==> config.mk <==
export PLATFORM = sky130hd
export DESIGN_NAME = pulse_descriptor_detector_core
export DESIGN_NICKNAME = d
export VERILOG_FILES = /design/src/sv/pdd_pkg.sv /design/src/sv/pdd_div.sv /design/src/sv/pdd_datapath.sv /design/src/sv/pdd_ctrl.sv /design/src/sv/pulse_descriptor_detector_core.sv
export SDC_FILE = /design/constraint.sdc
export NUM_CORES = 1
export LEC_CHECK = 0
export BUFFER_PORTS_ARGS = -buffer_cell sky130_fd_sc_hd__buf_4
export CELL_PAD_IN_SITES_DETAIL_PLACEMENT = 0
export CELL_PAD_IN_SITES_GLOBAL_PLACEMENT = 1
export CORE_AREA = 4 4 242 244
export CTS_BUF_LIST = sky130_fd_sc_hd__clkbuf_4 sky130_fd_sc_hd__clkbuf_8
export DETAILED_ROUTE_END_ITERATION = 10
export DIE_AREA = 0 0 246 248
export GPL_TIMING_DRIVEN = 0
export PLACE_DENSITY = 0.77
export SYNTH_ARGS = -nofsm -noshare
export SYNTH_HDL_FRONTEND = slang
export SYNTH_SLANG_ARGS = --single-unit
==> constraint.sdc <==
create_clock -name clk -period 5.4 [get_ports clk]
set_input_delay 0.27 -clock clk [delete_from_list [all_inputs] [get_ports clk]]
set_output_delay 0.27 -clock clk [all_outputs]
set_load 0.1 [all_outputs]
==> src/sv/pdd_pkg.sv <==
`default_nettype none

package pdd_pkg;

	// Field widths
	localparam int AMP_W    = 16;
	localparam int TIME_W   = 32;
	localparam int SEQ_W    = 16;
	localparam int SUM_W    = 32;
	localparam int CNT_W    = 16;
	localparam int DIP_W    = AMP_W + 4;
	localparam int CONF_W   = 4;
	localparam int PER_W    = 16;
	localparam int CFG_IX_W = 3;
	localparam int CFG_D_W  = 16;

	// Saturation limit of the sample count
	localparam int MAX_PULSE_SAMPLES = 65535;

	// Serial divider: one quotient bit per cycle
	localparam int DIV_STEPS = SUM_W;
	localparam int DIV_CNT_W = $clog2(DIV_STEPS);

	// Detector phases
	localparam logic [1:0] PH_IDLE      = 2'd0;
	localparam logic [1:0] PH_MAYBE_ON  = 2'd1;
	localparam logic [1:0] PH_ON        = 2'd2;
	localparam logic [1:0] PH_MAYBE_OFF = 2'd3;

	// Configuration register indexes
	localparam logic [CFG_IX_W-1:0] CFG_ON_THR    = 3'd0;
	localparam logic [CFG_IX_W-1:0] CFG_OFF_THR   = 3'd1;
	localparam logic [CFG_IX_W-1:0] CFG_START_CNF = 3'd2;
	localparam logic [CFG_IX_W-1:0] CFG_END_CNF   = 3'd3;
	localparam logic [CFG_IX_W-1:0] CFG_PERIOD    = 3'd4;

	// Configuration reset values
	localparam logic [AMP_W-1:0]  RST_ON_THR    = 16'd655;
	localparam logic [AMP_W-1:0]  RST_OFF_THR   = 16'd655;
	localparam logic [CONF_W-1:0] RST_START_CNF = 4'd3;
	localparam logic [CONF_W-1:0] RST_END_CNF   = 4'd3;
	localparam logic [PER_W-1:0]  RST_PERIOD    = 16'd1;

	typedef struct packed {
		logic [AMP_W-1:0]  amplitude;
		logic [TIME_W-1:0] timestamp;
	} in_beat_t;

	typedef struct packed {
		logic [SEQ_W-1:0]  sequence_number;
		logic [TIME_W-1:0] arrival_time;
		logic [AMP_W-1:0]  mean_amplitude;
		logic [TIME_W-1:0] pulse_width;
	} out_beat_t;

	// Controller to datapath
	typedef struct packed {
		logic step;      // apply the accepted sample to the detector
		logic div_start; // load the divider from the pulse totals
		logic div_step;  // one divider iteration
		logic load_out;  // capture the descriptor into the output register
	} pdd_cmd_t;

	// Datapath to controller
	typedef struct packed {
		logic emit;      // the presented sample confirms a pulse end
	} pdd_sts_t;

endpackage

`default_nettype wire

==> src/sv/pdd_div.sv <==
`default_nettype none

module pdd_div (
	input  wire logic                          clk,
	input  wire logic                          arst_n,
	input  wire logic                          start,
	input  wire logic                          step,
	input  wire logic [pdd_pkg::SUM_W-1:0]     dividend,
	input  wire logic [pdd_pkg::CNT_W-1:0]     divisor,
	output logic      [pdd_pkg::AMP_W-1:0]     mean
);

	logic [pdd_pkg::SUM_W-1:0] quo_q;
	logic [pdd_pkg::CNT_W-1:0] rem_q;
	logic [pdd_pkg::CNT_W-1:0] dvs_q;
	logic [pdd_pkg::CNT_W:0]   shifted;
	logic [pdd_pkg::CNT_W:0]   diff;
	logic                      fits;

	// Restoring step: shift in the next dividend bit, subtract when it fits
	assign shifted = {rem_q, quo_q[pdd_pkg::SUM_W-1]};
	assign diff    = shifted - {1'b0, dvs_q};
	assign fits    = shifted >= {1'b0, dvs_q};

	always_ff @(posedge clk or negedge arst_n) begin
		if (!arst_n) begin
			quo_q <= '0;
			rem_q <= '0;
			dvs_q <= '0;
		end else if (start) begin
			quo_q <= dividend;
			rem_q <= '0;
			dvs_q <= divisor;
		end else if (step) begin
			quo_q <= {quo_q[pdd_pkg::SUM_W-2:0], fits};
			rem_q <= fits ? diff[pdd_pkg::CNT_W-1:0] : shifted[pdd_pkg::CNT_W-1:0];
		end
	end

	// Zero count gives zero; quotients past the amplitude range clamp
	always_comb begin
		if (dvs_q == '0) begin
			mean = '0;
		end else if (quo_q[pdd_pkg::SUM_W-1:pdd_pkg::AMP_W] != '0) begin
			mean = '1;
		end else begin
			mean = quo_q[pdd_pkg::AMP_W-1:0];
		end
	end

endmodule

`default_nettype wire

==> src/sv/pdd_datapath.sv <==
`default_nettype none

module pdd_datapath (
	input  wire logic                              clk,
	input  wire logic                              arst_n,
	input  wire pdd_pkg::in_beat_t                 in_data,
	input  wire logic                              cfg_we,
	input  wire logic [pdd_pkg::CFG_IX_W-1:0]      cfg_index,
	input  wire logic [pdd_pkg::CFG_D_W-1:0]       cfg_data,
	input  wire pdd_pkg::pdd_cmd_t                 cmd,
	output pdd_pkg::pdd_sts_t                      sts,
	output pdd_pkg::out_beat_t                     out_data
);

	// Configuration
	logic [pdd_pkg::AMP_W-1:0]  on_thr_q;
	logic [pdd_pkg::AMP_W-1:0]  off_thr_q;
	logic [pdd_pkg::CONF_W-1:0] start_cnf_q;
	logic [pdd_pkg::CONF_W-1:0] end_cnf_q;
	logic [pdd_pkg::PER_W-1:0]  period_q;

	// Detector state
	logic [1:0]                 phase_q;
	logic [pdd_pkg::CONF_W-1:0] conf_cnt_q;
	logic [pdd_pkg::TIME_W-1:0] start_time_q;
	logic [pdd_pkg::TIME_W-1:0] end_time_q;
	logic [pdd_pkg::SUM_W-1:0]  pulse_sum_q;
	logic [pdd_pkg::CNT_W-1:0]  pulse_cnt_q;
	logic [pdd_pkg::DIP_W-1:0]  dip_sum_q;
	logic [pdd_pkg::CONF_W-1:0] dip_cnt_q;
	logic [pdd_pkg::SEQ_W-1:0]  serial_q;

	pdd_pkg::out_beat_t         out_q;

	logic                       ge_on;
	logic                       ge_off;
	logic [pdd_pkg::CONF_W-1:0] cnt_bump;
	logic                       merge_dip;
	logic [pdd_pkg::SUM_W+1:0]  sum_add;
	logic [pdd_pkg::CNT_W+1:0]  cnt_add;
	logic [pdd_pkg::SUM_W-1:0]  sum_sat;
	logic [pdd_pkg::CNT_W-1:0]  cnt_sat;
	logic [pdd_pkg::AMP_W-1:0]  mean;
	logic [pdd_pkg::TIME_W-1:0] width;

	// Threshold compares and saturating confirm counter
	assign ge_on    = in_data.amplitude >= on_thr_q;
	assign ge_off   = in_data.amplitude >= off_thr_q;
	assign cnt_bump = (conf_cnt_q == '1) ? conf_cnt_q : conf_cnt_q + 1'b1;

	// A resumed pulse folds the dip back in along with the current sample
	assign merge_dip = (phase_q == pdd_pkg::PH_MAYBE_OFF);
	assign sum_add = {2'b00, pulse_sum_q}
		+ (merge_dip ? {{(pdd_pkg::SUM_W + 2 - pdd_pkg::DIP_W){1'b0}}, dip_sum_q} : '0)
		+ {{(pdd_pkg::SUM_W + 2 - pdd_pkg::AMP_W){1'b0}}, in_data.amplitude};
	assign cnt_add = {2'b00, pulse_cnt_q}
		+ (merge_dip ? {{(pdd_pkg::CNT_W + 2 - pdd_pkg::CONF_W){1'b0}}, dip_cnt_q} : '0)
		+ (pdd_pkg::CNT_W + 2)'(1);
	assign sum_sat = (sum_add[pdd_pkg::SUM_W+1:pdd_pkg::SUM_W] != '0) ? '1
		: sum_add[pdd_pkg::SUM_W-1:0];
	assign cnt_sat = (cnt_add > (pdd_pkg::CNT_W + 2)'(pdd_pkg::MAX_PULSE_SAMPLES))
		? pdd_pkg::CNT_W'(pdd_pkg::MAX_PULSE_SAMPLES) : cnt_add[pdd_pkg::CNT_W-1:0];

	// End of pulse confirmed by this sample
	assign sts.emit = (phase_q == pdd_pkg::PH_MAYBE_OFF) && !ge_off && (cnt_bump >= end_cnf_q);

	// Configuration writes
	always_ff @(posedge clk or negedge arst_n) begin
		if (!arst_n) begin
			on_thr_q    <= pdd_pkg::RST_ON_THR;
			off_thr_q   <= pdd_pkg::RST_OFF_THR;
			start_cnf_q <= pdd_pkg::RST_START_CNF;
			end_cnf_q   <= pdd_pkg::RST_END_CNF;
			period_q    <= pdd_pkg::RST_PERIOD;
		end else if (cfg_we) begin
			unique case (cfg_index)
				pdd_pkg::CFG_ON_THR:    on_thr_q    <= cfg_data[pdd_pkg::AMP_W-1:0];
				pdd_pkg::CFG_OFF_THR:   off_thr_q   <= cfg_data[pdd_pkg::AMP_W-1:0];
				pdd_pkg::CFG_START_CNF: start_cnf_q <= cfg_data[pdd_pkg::CONF_W-1:0];
				pdd_pkg::CFG_END_CNF:   end_cnf_q   <= cfg_data[pdd_pkg::CONF_W-1:0];
				pdd_pkg::CFG_PERIOD:    period_q    <= cfg_data[pdd_pkg::PER_W-1:0];
				default: ;
			endcase
		end
	end

	// Detector update, one sample per step command
	always_ff @(posedge clk or negedge arst_n) begin
		if (!arst_n) begin
			phase_q      <= pdd_pkg::PH_IDLE;
			conf_cnt_q   <= '0;
			start_time_q <= '0;
			end_time_q   <= '0;
			pulse_sum_q  <= '0;
			pulse_cnt_q  <= '0;
			dip_sum_q    <= '0;
			dip_cnt_q    <= '0;
		end else if (cmd.step) begin
			unique case (phase_q)
				pdd_pkg::PH_IDLE: begin
					if (ge_on) begin
						conf_cnt_q   <= pdd_pkg::CONF_W'(1);
						phase_q      <= pdd_pkg::PH_MAYBE_ON;
						start_time_q <= in_data.timestamp;
						end_time_q   <= in_data.timestamp;
						pulse_sum_q  <= {{(pdd_pkg::SUM_W - pdd_pkg::AMP_W){1'b0}},
							in_data.amplitude};
						pulse_cnt_q  <= pdd_pkg::CNT_W'(1);
					end
				end
				pdd_pkg::PH_MAYBE_ON: begin
					if (ge_on) begin
						conf_cnt_q  <= cnt_bump;
						if (cnt_bump >= start_cnf_q) begin
							phase_q <= pdd_pkg::PH_ON;
						end
						end_time_q  <= in_data.timestamp;
						pulse_sum_q <= sum_sat;
						pulse_cnt_q <= cnt_sat;
					end else begin
						phase_q <= pdd_pkg::PH_IDLE;
					end
				end
				pdd_pkg::PH_ON: begin
					if (ge_off) begin
						end_time_q  <= in_data.timestamp;
						pulse_sum_q <= sum_sat;
						pulse_cnt_q <= cnt_sat;
					end else begin
						conf_cnt_q <= pdd_pkg::CONF_W'(1);
						phase_q    <= pdd_pkg::PH_MAYBE_OFF;
						dip_sum_q  <= {{(pdd_pkg::DIP_W - pdd_pkg::AMP_W){1'b0}},
							in_data.amplitude};
						dip_cnt_q  <= pdd_pkg::CONF_W'(1);
					end
				end
				default: begin
					if (!ge_off) begin
						conf_cnt_q <= cnt_bump;
						if (cnt_bump >= end_cnf_q) begin
							phase_q <= pdd_pkg::PH_IDLE;
						end else begin
							dip_sum_q <= dip_sum_q + {{(pdd_pkg::DIP_W - pdd_pkg::AMP_W){1'b0}},
								in_data.amplitude};
							dip_cnt_q <= dip_cnt_q + 1'b1;
						end
					end else begin
						phase_q     <= pdd_pkg::PH_ON;
						end_time_q  <= in_data.timestamp;
						pulse_sum_q <= sum_sat;
						pulse_cnt_q <= cnt_sat;
					end
				end
			endcase
		end
	end

	// Mean amplitude over the pulse
	pdd_div u_div (
		.clk      (clk),
		.arst_n   (arst_n),
		.start    (cmd.div_start),
		.step     (cmd.div_step),
		.dividend (pulse_sum_q),
		.divisor  (pulse_cnt_q),
		.mean     (mean)
	);

	assign width = end_time_q - start_time_q
		+ {{(pdd_pkg::TIME_W - pdd_pkg::PER_W){1'b0}}, period_q};

	// Descriptor output register and pulse serial
	always_ff @(posedge clk or negedge arst_n) begin
		if (!arst_n) begin
			serial_q <= '0;
		end else if (cmd.load_out) begin
			serial_q <= serial_q + 1'b1;
		end
	end

	always_ff @(posedge clk) begin
		if (cmd.load_out) begin
			out_q.sequence_number <= serial_q;
			out_q.arrival_time    <= start_time_q;
			out_q.mean_amplitude  <= mean;
			out_q.pulse_width     <= width;
		end
	end

	assign out_data = out_q;

endmodule

`default_nettype wire

==> src/sv/pdd_ctrl.sv <==
`default_nettype none

module pdd_ctrl (
	input  wire logic              clk,
	input  wire logic              arst_n,
	input  wire logic              in_valid,
	output logic                   in_ready,
	output logic                   out_valid,
	input  wire logic              out_ready,
	input  wire pdd_pkg::pdd_sts_t sts,
	output pdd_pkg::pdd_cmd_t      cmd
);

	localparam logic [1:0] ST_IDLE = 2'd0;
	localparam logic [1:0] ST_DIV  = 2'd1;
	localparam logic [1:0] ST_LOAD = 2'd2;

	logic [1:0]                   state_q;
	logic [pdd_pkg::DIV_CNT_W-1:0] step_cnt_q;
	logic                         out_valid_q;
	logic                         in_fire;
	logic                         out_free;

	assign in_ready = (state_q == ST_IDLE);
	assign in_fire  = in_valid && in_ready;
	assign out_free = !out_valid_q || out_ready;

	// Commands
	always_comb begin
		cmd.step      = in_fire;
		cmd.div_start = in_fire && sts.emit;
		cmd.div_step  = (state_q == ST_DIV);
		cmd.load_out  = (state_q == ST_LOAD) && out_free;
	end

	// Sequencer: accept, divide, hand off to the output register
	always_ff @(posedge clk or negedge arst_n) begin
		if (!arst_n) begin
			state_q    <= ST_IDLE;
			step_cnt_q <= '0;
		end else begin
			unique case (state_q)
				ST_IDLE: begin
					if (in_fire && sts.emit) begin
						state_q    <= ST_DIV;
						step_cnt_q <= '0;
					end
				end
				ST_DIV: begin
					step_cnt_q <= step_cnt_q + 1'b1;
					if (step_cnt_q == pdd_pkg::DIV_CNT_W'(pdd_pkg::DIV_STEPS - 1)) begin
						state_q <= ST_LOAD;
					end
				end
				ST_LOAD: begin
					if (out_free) begin
						state_q <= ST_IDLE;
					end
				end
				default: begin
					state_q <= ST_IDLE;
				end
			endcase
		end
	end

	// Output beat valid
	always_ff @(posedge clk or negedge arst_n) begin
		if (!arst_n) begin
			out_valid_q <= 1'b0;
		end else if (cmd.load_out) begin
			out_valid_q <= 1'b1;
		end else if (out_ready) begin
			out_valid_q <= 1'b0;
		end
	end

	assign out_valid = out_valid_q;

	a_emit_divides: assert property (@(posedge clk) disable iff (!arst_n)
		in_fire && sts.emit |=> state_q == ST_DIV && step_cnt_q == '0)
		else $error("emitting beat did not start the divider");

	a_div_length: assert property (@(posedge clk) disable iff (!arst_n)
		state_q == ST_DIV && step_cnt_q != pdd_pkg::DIV_CNT_W'(pdd_pkg::DIV_STEPS - 1)
		|=> state_q == ST_DIV)
		else $error("divider left before its last step");

	a_load_no_overwrite: assert property (@(posedge clk) disable iff (!arst_n)
		cmd.load_out |-> !out_valid_q || out_ready)
		else $error("descriptor overwrote an untaken beat");

	a_load_waits: assert property (@(posedge clk) disable iff (!arst_n)
		state_q == ST_LOAD && out_valid_q && !out_ready |=> state_q == ST_LOAD)
		else $error("descriptor dropped while output stalled");

endmodule

`default_nettype wire

==> src/sv/pulse_descriptor_detector_core.sv <==
// A sample that does not end a pulse is absorbed in the cycle it is accepted. A sample
// that confirms a pulse end loads the serial mean divider; after its 32 iterations the
// descriptor is loaded into the output register, waiting while an untaken beat is held.
// Input takes one sample per cycle, but is held off until a pulse end has been loaded.
// Reset (arst_n low) clears the detector to idle, the serial to zero, the output valid,
// and loads the configuration defaults; no clearing pass is needed.
`default_nettype none

module pulse_descriptor_detector_core (
	input  wire logic                         clk,
	input  wire logic                         arst_n,
	input  wire logic                         in_valid,
	output logic                              in_ready,
	input  wire pdd_pkg::in_beat_t            in_data,
	output logic                              out_valid,
	input  wire logic                         out_ready,
	output pdd_pkg::out_beat_t                out_data,
	input  wire logic                         cfg_valid,
	output logic                              cfg_ready,
	input  wire logic [pdd_pkg::CFG_IX_W-1:0] cfg_index,
	input  wire logic [pdd_pkg::CFG_D_W-1:0]  cfg_data
);

	pdd_pkg::pdd_cmd_t cmd;
	pdd_pkg::pdd_sts_t sts;
	logic              cfg_we;

	// Configuration beats always taken
	assign cfg_ready = 1'b1;
	assign cfg_we    = cfg_valid && cfg_ready;

	pdd_ctrl u_ctrl (
		.clk       (clk),
		.arst_n    (arst_n),
		.in_valid  (in_valid),
		.in_ready  (in_ready),
		.out_valid (out_valid),
		.out_ready (out_ready),
		.sts       (sts),
		.cmd       (cmd)
	);

	pdd_datapath u_dp (
		.clk       (clk),
		.arst_n    (arst_n),
		.in_data   (in_data),
		.cfg_we    (cfg_we),
		.cfg_index (cfg_index),
		.cfg_data  (cfg_data),
		.cmd       (cmd),
		.sts       (sts),
		.out_data  (out_data)
	);

endmodule

`default_nettype wire
==> results of run 1 <==
[routing by layer]
layer  vias up  wire (um)  GRT usage [%]
met4         0       1610           6.81
met5         -          0              0
met1      8183      26600           26.0
met3        76       2960           3.06
met2       417      27200           30.7
li1       8192          -              -
[registers in the layout, indices dropped and copies added, names as in the netlist]
register / flops
u_dp.period_q: 16
u_dp.phase_q: 2
u_ctrl.step_cnt_q: 5
u_dp.u_div.rem_q: 16
u_dp.end_time_q: 32
u_dp.serial_q: 16
u_dp.u_div.quo_q: 32
u_ctrl.out_valid: 1
u_dp.out_data: 96
u_dp.dip_cnt_q: 4
u_dp.end_cnf_q: 4
u_dp.u_div.dvs_q: 16
u_dp.dip_sum_q: 20
u_dp.conf_cnt_q: 4
u_dp.on_thr_q: 16
u_dp.pulse_cnt_q: 16
u_dp.off_thr_q: 16
u_dp.start_time_q: 32
u_dp.start_cnf_q: 4
u_ctrl.state_q: 2
u_dp.pulse_sum_q: 32
[area by class of cell]
type / instances / area, um2
multi-input cells: 1531 / 10200
clock inverters: 15 / 78.8
fillers: 5286 / 30800
inverters: 176 / 661
plain buffers: 83 / 364
diodes: 1 / 2.50
flip-flops and latches: 382 / 10100
well taps: 756 / 946
clock buffers: 103 / 1290
repair buffers: 232 / 1960
[worst paths after layout]
path	to	cells past startpoint
max	u_dp.pulse_sum_q[21]$_DFFE_PN0P_	17
min	u_dp.dip_sum_q[8]$_DFFE_PN0P_	3
max reg2reg	u_dp.pulse_sum_q[21]$_DFFE_PN0P_	17
min reg2reg	u_dp.out_data[70]$_DFFE_PP_	0
max in group asynchronous	u_dp.period_q[10]$_DFFE_PN0P_	3
min in group asynchronous	u_dp.u_div.dvs_q[9]$_DFFE_PN0P_	2
[stage by stage]
stage | setup slack [ps] | instances | hold slack (ps)
6_report | 795 | 3279 | 62.4
5_1_grt | 536 | 3279 | 44.8
4_1_cts | 822 | 3278 | 2.02
3_5_place_dp | 862 | 3100 | 309
3_3_place_gp | -1030 | 3097 | 436
2_1_floorplan | 116 | 2172 | -25.6
[cells by family after synthesis]
logic type | Yosys count
simple gates | 664
compound gates | 567
flops | 382
buf+inv | 259
fa+ha+maj | 189
xor+xnor | 90
mux | 20
other cells | 1
[synthesized netlist by cell type, types with 4 or more instances]
cell type | count | area, um2
o31ai_1 | 9 | 67.6
a21boi_0 | 4 | 30.0
and4_1 | 5 | 43.8
inv_1 | 176 | 661
o22a_1 | 4 | 35.0
or2_2 | 10 | 62.6
and2_1 | 6 | 37.5
nand2b_1 | 14 | 87.6
nor2_1 | 84 | 315
buf_2 | 20 | 100
mux2_2 | 9 | 101
xor2_1 | 34 | 298
o21ai_1 | 5 | 25.0
a31oi_1 | 26 | 163
nand3_1 | 40 | 200
ha_1 | 153 | 1910
nand2_1 | 381 | 1430
fa_1 | 36 | 721
o21bai_1 | 9 | 67.6
a31o_2 | 5 | 43.8
dfrtp_1 | 269 | 6730
a21oi_1 | 114 | 571
a22oi_1 | 31 | 233
edfxtp_1 | 96 | 2880
nor3_1 | 22 | 110
o22ai_1 | 10 | 62.6
a211oi_1 | 6 | 45.0
nor4_1 | 11 | 68.8
o211ai_1 | 9 | 67.6
o21a_1 | 30 | 225
a21o_1 | 63 | 473
nand4_1 | 20 | 125
nor2b_1 | 18 | 113
mux2i_1 | 11 | 110
and3_1 | 36 | 225
a41oi_1 | 7 | 61.3
or3_1 | 6 | 37.5
clkbuf_1 | 56 | 210
dfstp_2 | 17 | 447
a211o_1 | 4 | 35.0
xnor2_1 | 56 | 490
o21ai_0 | 196 | 981
[report_power, final]
group	internal [mW]	leakage, nW	switching, mW
Clock	1.52	0.729	1.21
Sequential	4.05	4.44	0.591
Combinational	3.37	6.76	4.76
[critical path: cells and delay by family (launching register included)]
kind / cells / cell delay [ps]
buffers and inverters: 4 / 750
AND/OR/NAND/NOR: 4 / 940
adder cells (fa/ha/maj): 3 / 1080
flip-flops: 1 / 350
AO/OA/AOI/OAI: 6 / 1370
==> impl_metrics.tcl, run 1 <==
set metrics [dict create \
    reg2reg_slack_ps 790 \
    die_h_um 248 \
    cts_made_buffers 66 \
    layout-drive-gt1-share_pct 14.6 \
    leakage_nw 11.9 \
    syn_to_final_growth_pct 20.1 \
    clock-root-buffer "clkbuf_8" \
    hold_start "in_data[40]" \
    max_stage_delay_ps 510 \
    first_iter_violations 1189 \
    clock_sinks 382 \
    cp_max_fo 10 \
    place_area_um2 23500 \
    crit_chain "clkbuf_1 > inv_1 > clkbuf_1 > nor3_1 > fa_1 > ha_1 > inv_1 > fa_1 > nor2b_1 > o2111ai_1 > nand3_1 > a311oi_1 > nor4_1 > o22ai_2 > o21ai_1 > a31oi_1 > o22a_1" \
    fmax_ghz 0.217 \
    wire_per_inst_um 17.8 \
    async_flop_share_pct 74.9 \
    skew_ps 32.0 \
    yosysWarnings 0 \
    hpwl_um 43000 \
    cts_max_level 3 \
    synthAdderAreaFrac_pct 12.4 \
    stdcell_area_um2 25500 \
    synth_enable_flop_cells 96 \
    synth_area_per_cell_um2 9.78 \
    routabilityCongestion 0.892 \
    synthCells 2172 \
    final_util_pct 45.3 \
    cp.arrival_ps 5110 \
    initial_core_util_pct 37.7 \
    startpoint "u_dp.phase_q[1]$_DFFE_PN0P_" \
    synth_flop_cell "dfrtp_1" \
    grt_pass1_wl_um 91300 \
    tns_ps 0 \
    yosys.area_share.simple_pct 14.0 \
    grt_max_degree 118 \
    hold_violations 0 \
    slew_headroom_pct 37.8 \
    drt-total-wl_um 58300 \
    clk_path_buf_depth 3 \
    die_width_um 246 \
    fp-row-count 87 \
    syn-num-nets 2433 \
    dr.pass1.iters 5 \
    synthMuxAreaShare_pct 0.996 \
    synth_compound_area_share_pct 16.7 \
    post-route-period-util_pct 85.3 \
    ir_drop_mv 0.285 \
    syn_area_um2 21200 \
    synth_seq_area_share_pct 47.4 \
    numPortBuffers 169 \
    cts_tree "built" \
    fin_nets 2733 \
    maxSlewViolCount 0 \
    clk_latency_ps 630 \
    die_area_um2 61000 \
    path_clk_slew_ps 60 \
    end_kind "flop" \
    antenna_found_initial 1 \
    power_mw 15.5 \
    finalSetupViolCount 0 \
    post_cts_buffers 0 \
    grt.total_usage_pct 19.0 \
    vias 16868 \
    powerDensity_nw_per_um2 608 \
    layout_commonest_cell "nand2_1" \
    cts_resized 0 \
    rsz0062_at_grt "false" \
    synth_xor_area_share_pct 3.71 \
    worstMarginPinSlew_ps 926 \
    hold_buffers 60 \
    r2r-start "u_dp.phase_q[1]$_DFFE_PN0P_" \
    crit_type "reg2reg" \
    min_period_ps 4610 \
    overflow 0 \
    slowest_stage "fa_1" \
    synth_seq_cells 382 \
    max-cap-violations 0 \
    grt_pass1_vias 16690 \
    critPathLaunchType "flop" \
    synth_top_family_by_area "compound AO/OA/AOI/OAI gates" \
    cp.required_ps 5910 \
    yosysUniqueCellTypes 79 \
    layout_common_cells "nand2_1 (381), dfrtp_1 (269), o21ai_0 (196)" \
    io-pin-count 171 \
    detail-route-antenna-nets 0 \
    hp-class "in2reg" \
    core_um2 56300 \
    outcome "complete, no violations" \
    routed_via_density 5.14 \
    drc_errors 0 \
]
(Power assumes the default switching activity.)
==> inputs of run 2 (changes only) <==
- ABC_AREA: unset -> 1
- CORE_AREA: 4 4 242 244 -> 2 2 253 255
- DIE_AREA: 0 0 246 248 -> 0 0 255 257
- PLACE_DENSITY: 0.77 -> 0.8
==> run 2 against run 1 <==
  * Area after synthesis is 12% higher
  * Cell count grew 29%
  * First-iteration DRC count grew 22%
  * Final area up 11%
  * Sequential share of layout area decreased by 3.8 points
  * Highest routed layer unchanged
  * Sequential power about the same
==> impl_metrics.tcl, run 2 <==
set metrics [dict create \
    outcome "complete, no violations" \
    die_area_um2 65500 \
    clk_latency_ps 670 \
    startpoint "u_dp.phase_q[1]$_DFFE_PN0P_" \
    cts_made_buffers 71 \
    tns_ps 0 \
    grt_pass1_wl_um 109000 \
    cp.arrival_ps 4200 \
    synth_seq_cells 382 \
    clk_path_buf_depth 3 \
    numPortBuffers 169 \
    routabilityCongestion 0.918 \
    drc_errors 0 \
    clock_sinks 382 \
    grt.total_usage_pct 21.3 \
    min_period_ps 3600 \
    syn_to_final_growth_pct 19.2 \
    layout_commonest_cell "nand2_1" \
    critPathLaunchType "flop" \
    synth_flop_cell "dfrtp_1" \
    fp-row-count 92 \
    fin_nets 3603 \
    ir_drop_mv 0.294 \
    cp_max_fo 10 \
    synth_seq_area_share_pct 42.5 \
    stdcell_area_um2 28200 \
    routed_via_density 4.84 \
    path_clk_slew_ps 60 \
    hp-class "in2reg" \
    core_um2 62700 \
    async_flop_share_pct 74.9 \
    finalSetupViolCount 0 \
    wire_per_inst_um 16.1 \
    syn-num-nets 3300 \
    largest_register_ffs 96 \
    grt_max_degree 117 \
    layout_common_cells "nand2_1 (898), inv_1 (464), dfrtp_1 (269)" \
    die_h_um 257 \
    hold_start "in_data[47]" \
    worstMarginPinSlew_ps 809 \
    hold_violations 0 \
    skew_ps 28.7 \
    overflow 0 \
    initial_core_util_pct 37.7 \
    slew_headroom_pct 46.0 \
    clock-root-buffer "clkbuf_8" \
    cts_max_level 3 \
    r2r-start "u_dp.phase_q[1]$_DFFE_PN0P_" \
    end_kind "flop" \
    first_iter_violations 1446 \
    hold_buffers 58 \
    place_ws_ps 1820 \
    yosysWarnings 0 \
    detail-route-antenna-nets 0 \
    cts_tree "built" \
    synth_enable_flop_cells 96 \
    dr.pass1.iters 5 \
    cts_resized 0 \
    synth_area_per_cell_um2 7.79 \
    syn_area_um2 23700 \
    maxSlewViolCount 0 \
    reg2reg_slack_ps 1800 \
    place_area_um2 26100 \
    crit_type "reg2reg" \
    rsz0062_at_grt "false" \
    post-route-period-util_pct 66.7 \
    synthTopCellsByArea "dfrtp_1 (28%), nand2_1 (14%), edfxtp_1 (12%), ha_1 (8.1%), inv_1 (7.4%)" \
    vias 20537 \
    yosysUniqueCellTypes 42 \
    fmax_ghz 0.278 \
    antenna_found_initial 1 \
    yosysTopAreaCell "dfrtp_1" \
    powerDensity_nw_per_um2 603 \
    die_width_um 255 \
    synth_top_area_share_pct 28.4 \
    synthTopCellsByCount "nand2_1 (898), inv_1 (465), dfrtp_1 (269), o21ai_0 (253), nand3_1 (220)" \
    max-cap-violations 0 \
    synthCells 3039 \
    cp.required_ps 6000 \
    layout_setup_ws_ps 1800 \
    grt_pass1_vias 20070 \
    post_cts_buffers 0 \
    hpwl_um 53200 \
    layout-drive-gt1-share_pct 11.7 \
    io-pin-count 171 \
    synth.most_common_cell "nand2_1" \
    drt-total-wl_um 68500 \
    leakage_nw 14.1 \
]
run 2: cell count changes after synthesis, moves of 19 or more:
cell     delta
nand2_1   +517
inv_1     +289
nand3_1   +180
nor2_1     +91
a21o_1     -58
o21ai_0    +57
and3_1     -36
a22oi_1    -31
o21a_1     -30
xnor2_1    -28
a31oi_1    -19
nand4_1    +19
run 2: area by class of cell:
| cell class | instances | area (um2) |
|---|---|---|
| buffer | 75 | 375 |
| timing repair buffer | 230 | 1940 |
| multi-input combinational | 2112 | 11500 |
| tap | 846 | 1060 |
| inverter | 470 | 1770 |
| sequential | 382 | 10100 |
| clock inverter | 19 | 238 |
| antenna | 1 | 2.50 |
| clock buffer | 109 | 1310 |
| fill | 6345 | 34500 |
run 2: report_power, final:
| part | switching [mW] | internal (mW) |
|---|---|---|
| combinational | 6.12 | 3.20 |
| sequential | 0.630 | 4.00 |
| clock | 1.31 | 1.76 |
run 2: per-stage QoR:
stage | power, mW | hold WS (ps) | instances | utilization, %
2_1_floorplan | 11.2 | -25.6 | 3039 | -
3_3_place_gp | 13.8 | 456 | 4054 | 41.5
3_5_place_dp | 13.9 | 298 | 4057 | 41.6
4_1_cts | 17.0 | 4.02 | 4243 | 45.0
5_1_grt | 18.6 | 23.3 | 4244 | 45.0
6_report | 17.0 | 48.7 | 4244 | 45.0
run 2: path summary, 6_finish.rpt:
| kind | end | cells after the start |
|---|---|---|
| max in group asynchronous | u_dp.serial_q[5]$_DFFE_PN0P_ | 3 |
| min in group asynchronous | u_dp.dip_sum_q[19]$_DFFE_PN0P_ | 2 |
| worst min register to register | u_dp.out_data[95]$_DFFE_PP_ | 0 |
| worst min-delay path | u_dp.dip_sum_q[15]$_DFFE_PN0P_ | 5 |
| worst max-delay path | u_dp.pulse_sum_q[10]$_DFFE_PN0P_ | 17 |
| worst max register to register | u_dp.pulse_sum_q[10]$_DFFE_PN0P_ | 17 |
run 2: worst max-delay path: stages (launching register included):
cell and delay [ps]:
dfrtp_1 370, buf_2 160, nand2_1 180, clkbuf_1 450, nor2_1 120, fa_1 450
ha_1 410, nand2_1 140, nor2_2 150, inv_1 80, nor3_2 130, nand3_1 130
nand3_1 120, nand3_1 140, buf_2 230, nand3_1 90, nand3_1 110, nand2_1 80
run 2: layer usage:
layer / part of all wire (%) / global-route usage, % / routed length [um] / vias to the layer above
met4: 2.4 / 5.98 / 1630 / 0
met1: 49 / 30.8 / 33400 / 9589
met5: 0 / 0 / 0 / -
met3: 4.2 / 3.16 / 2870 / 100
li1: - / - / - / 10392
met2: 45 / 32.9 / 30600 / 456
run 2: cells by family (layout without fill, tap and decap cells):
group	Yosys count	count (layout)	share of synthesized area (%)
flops	382	382	42.5
simple gates	1434	1434	25.6
other cells	1	2	0.0158
compound gates	417	417	9.14
fa+ha+maj	189	189	11.1
xor+xnor	71	71	2.63
buf+inv	545	903	9.04
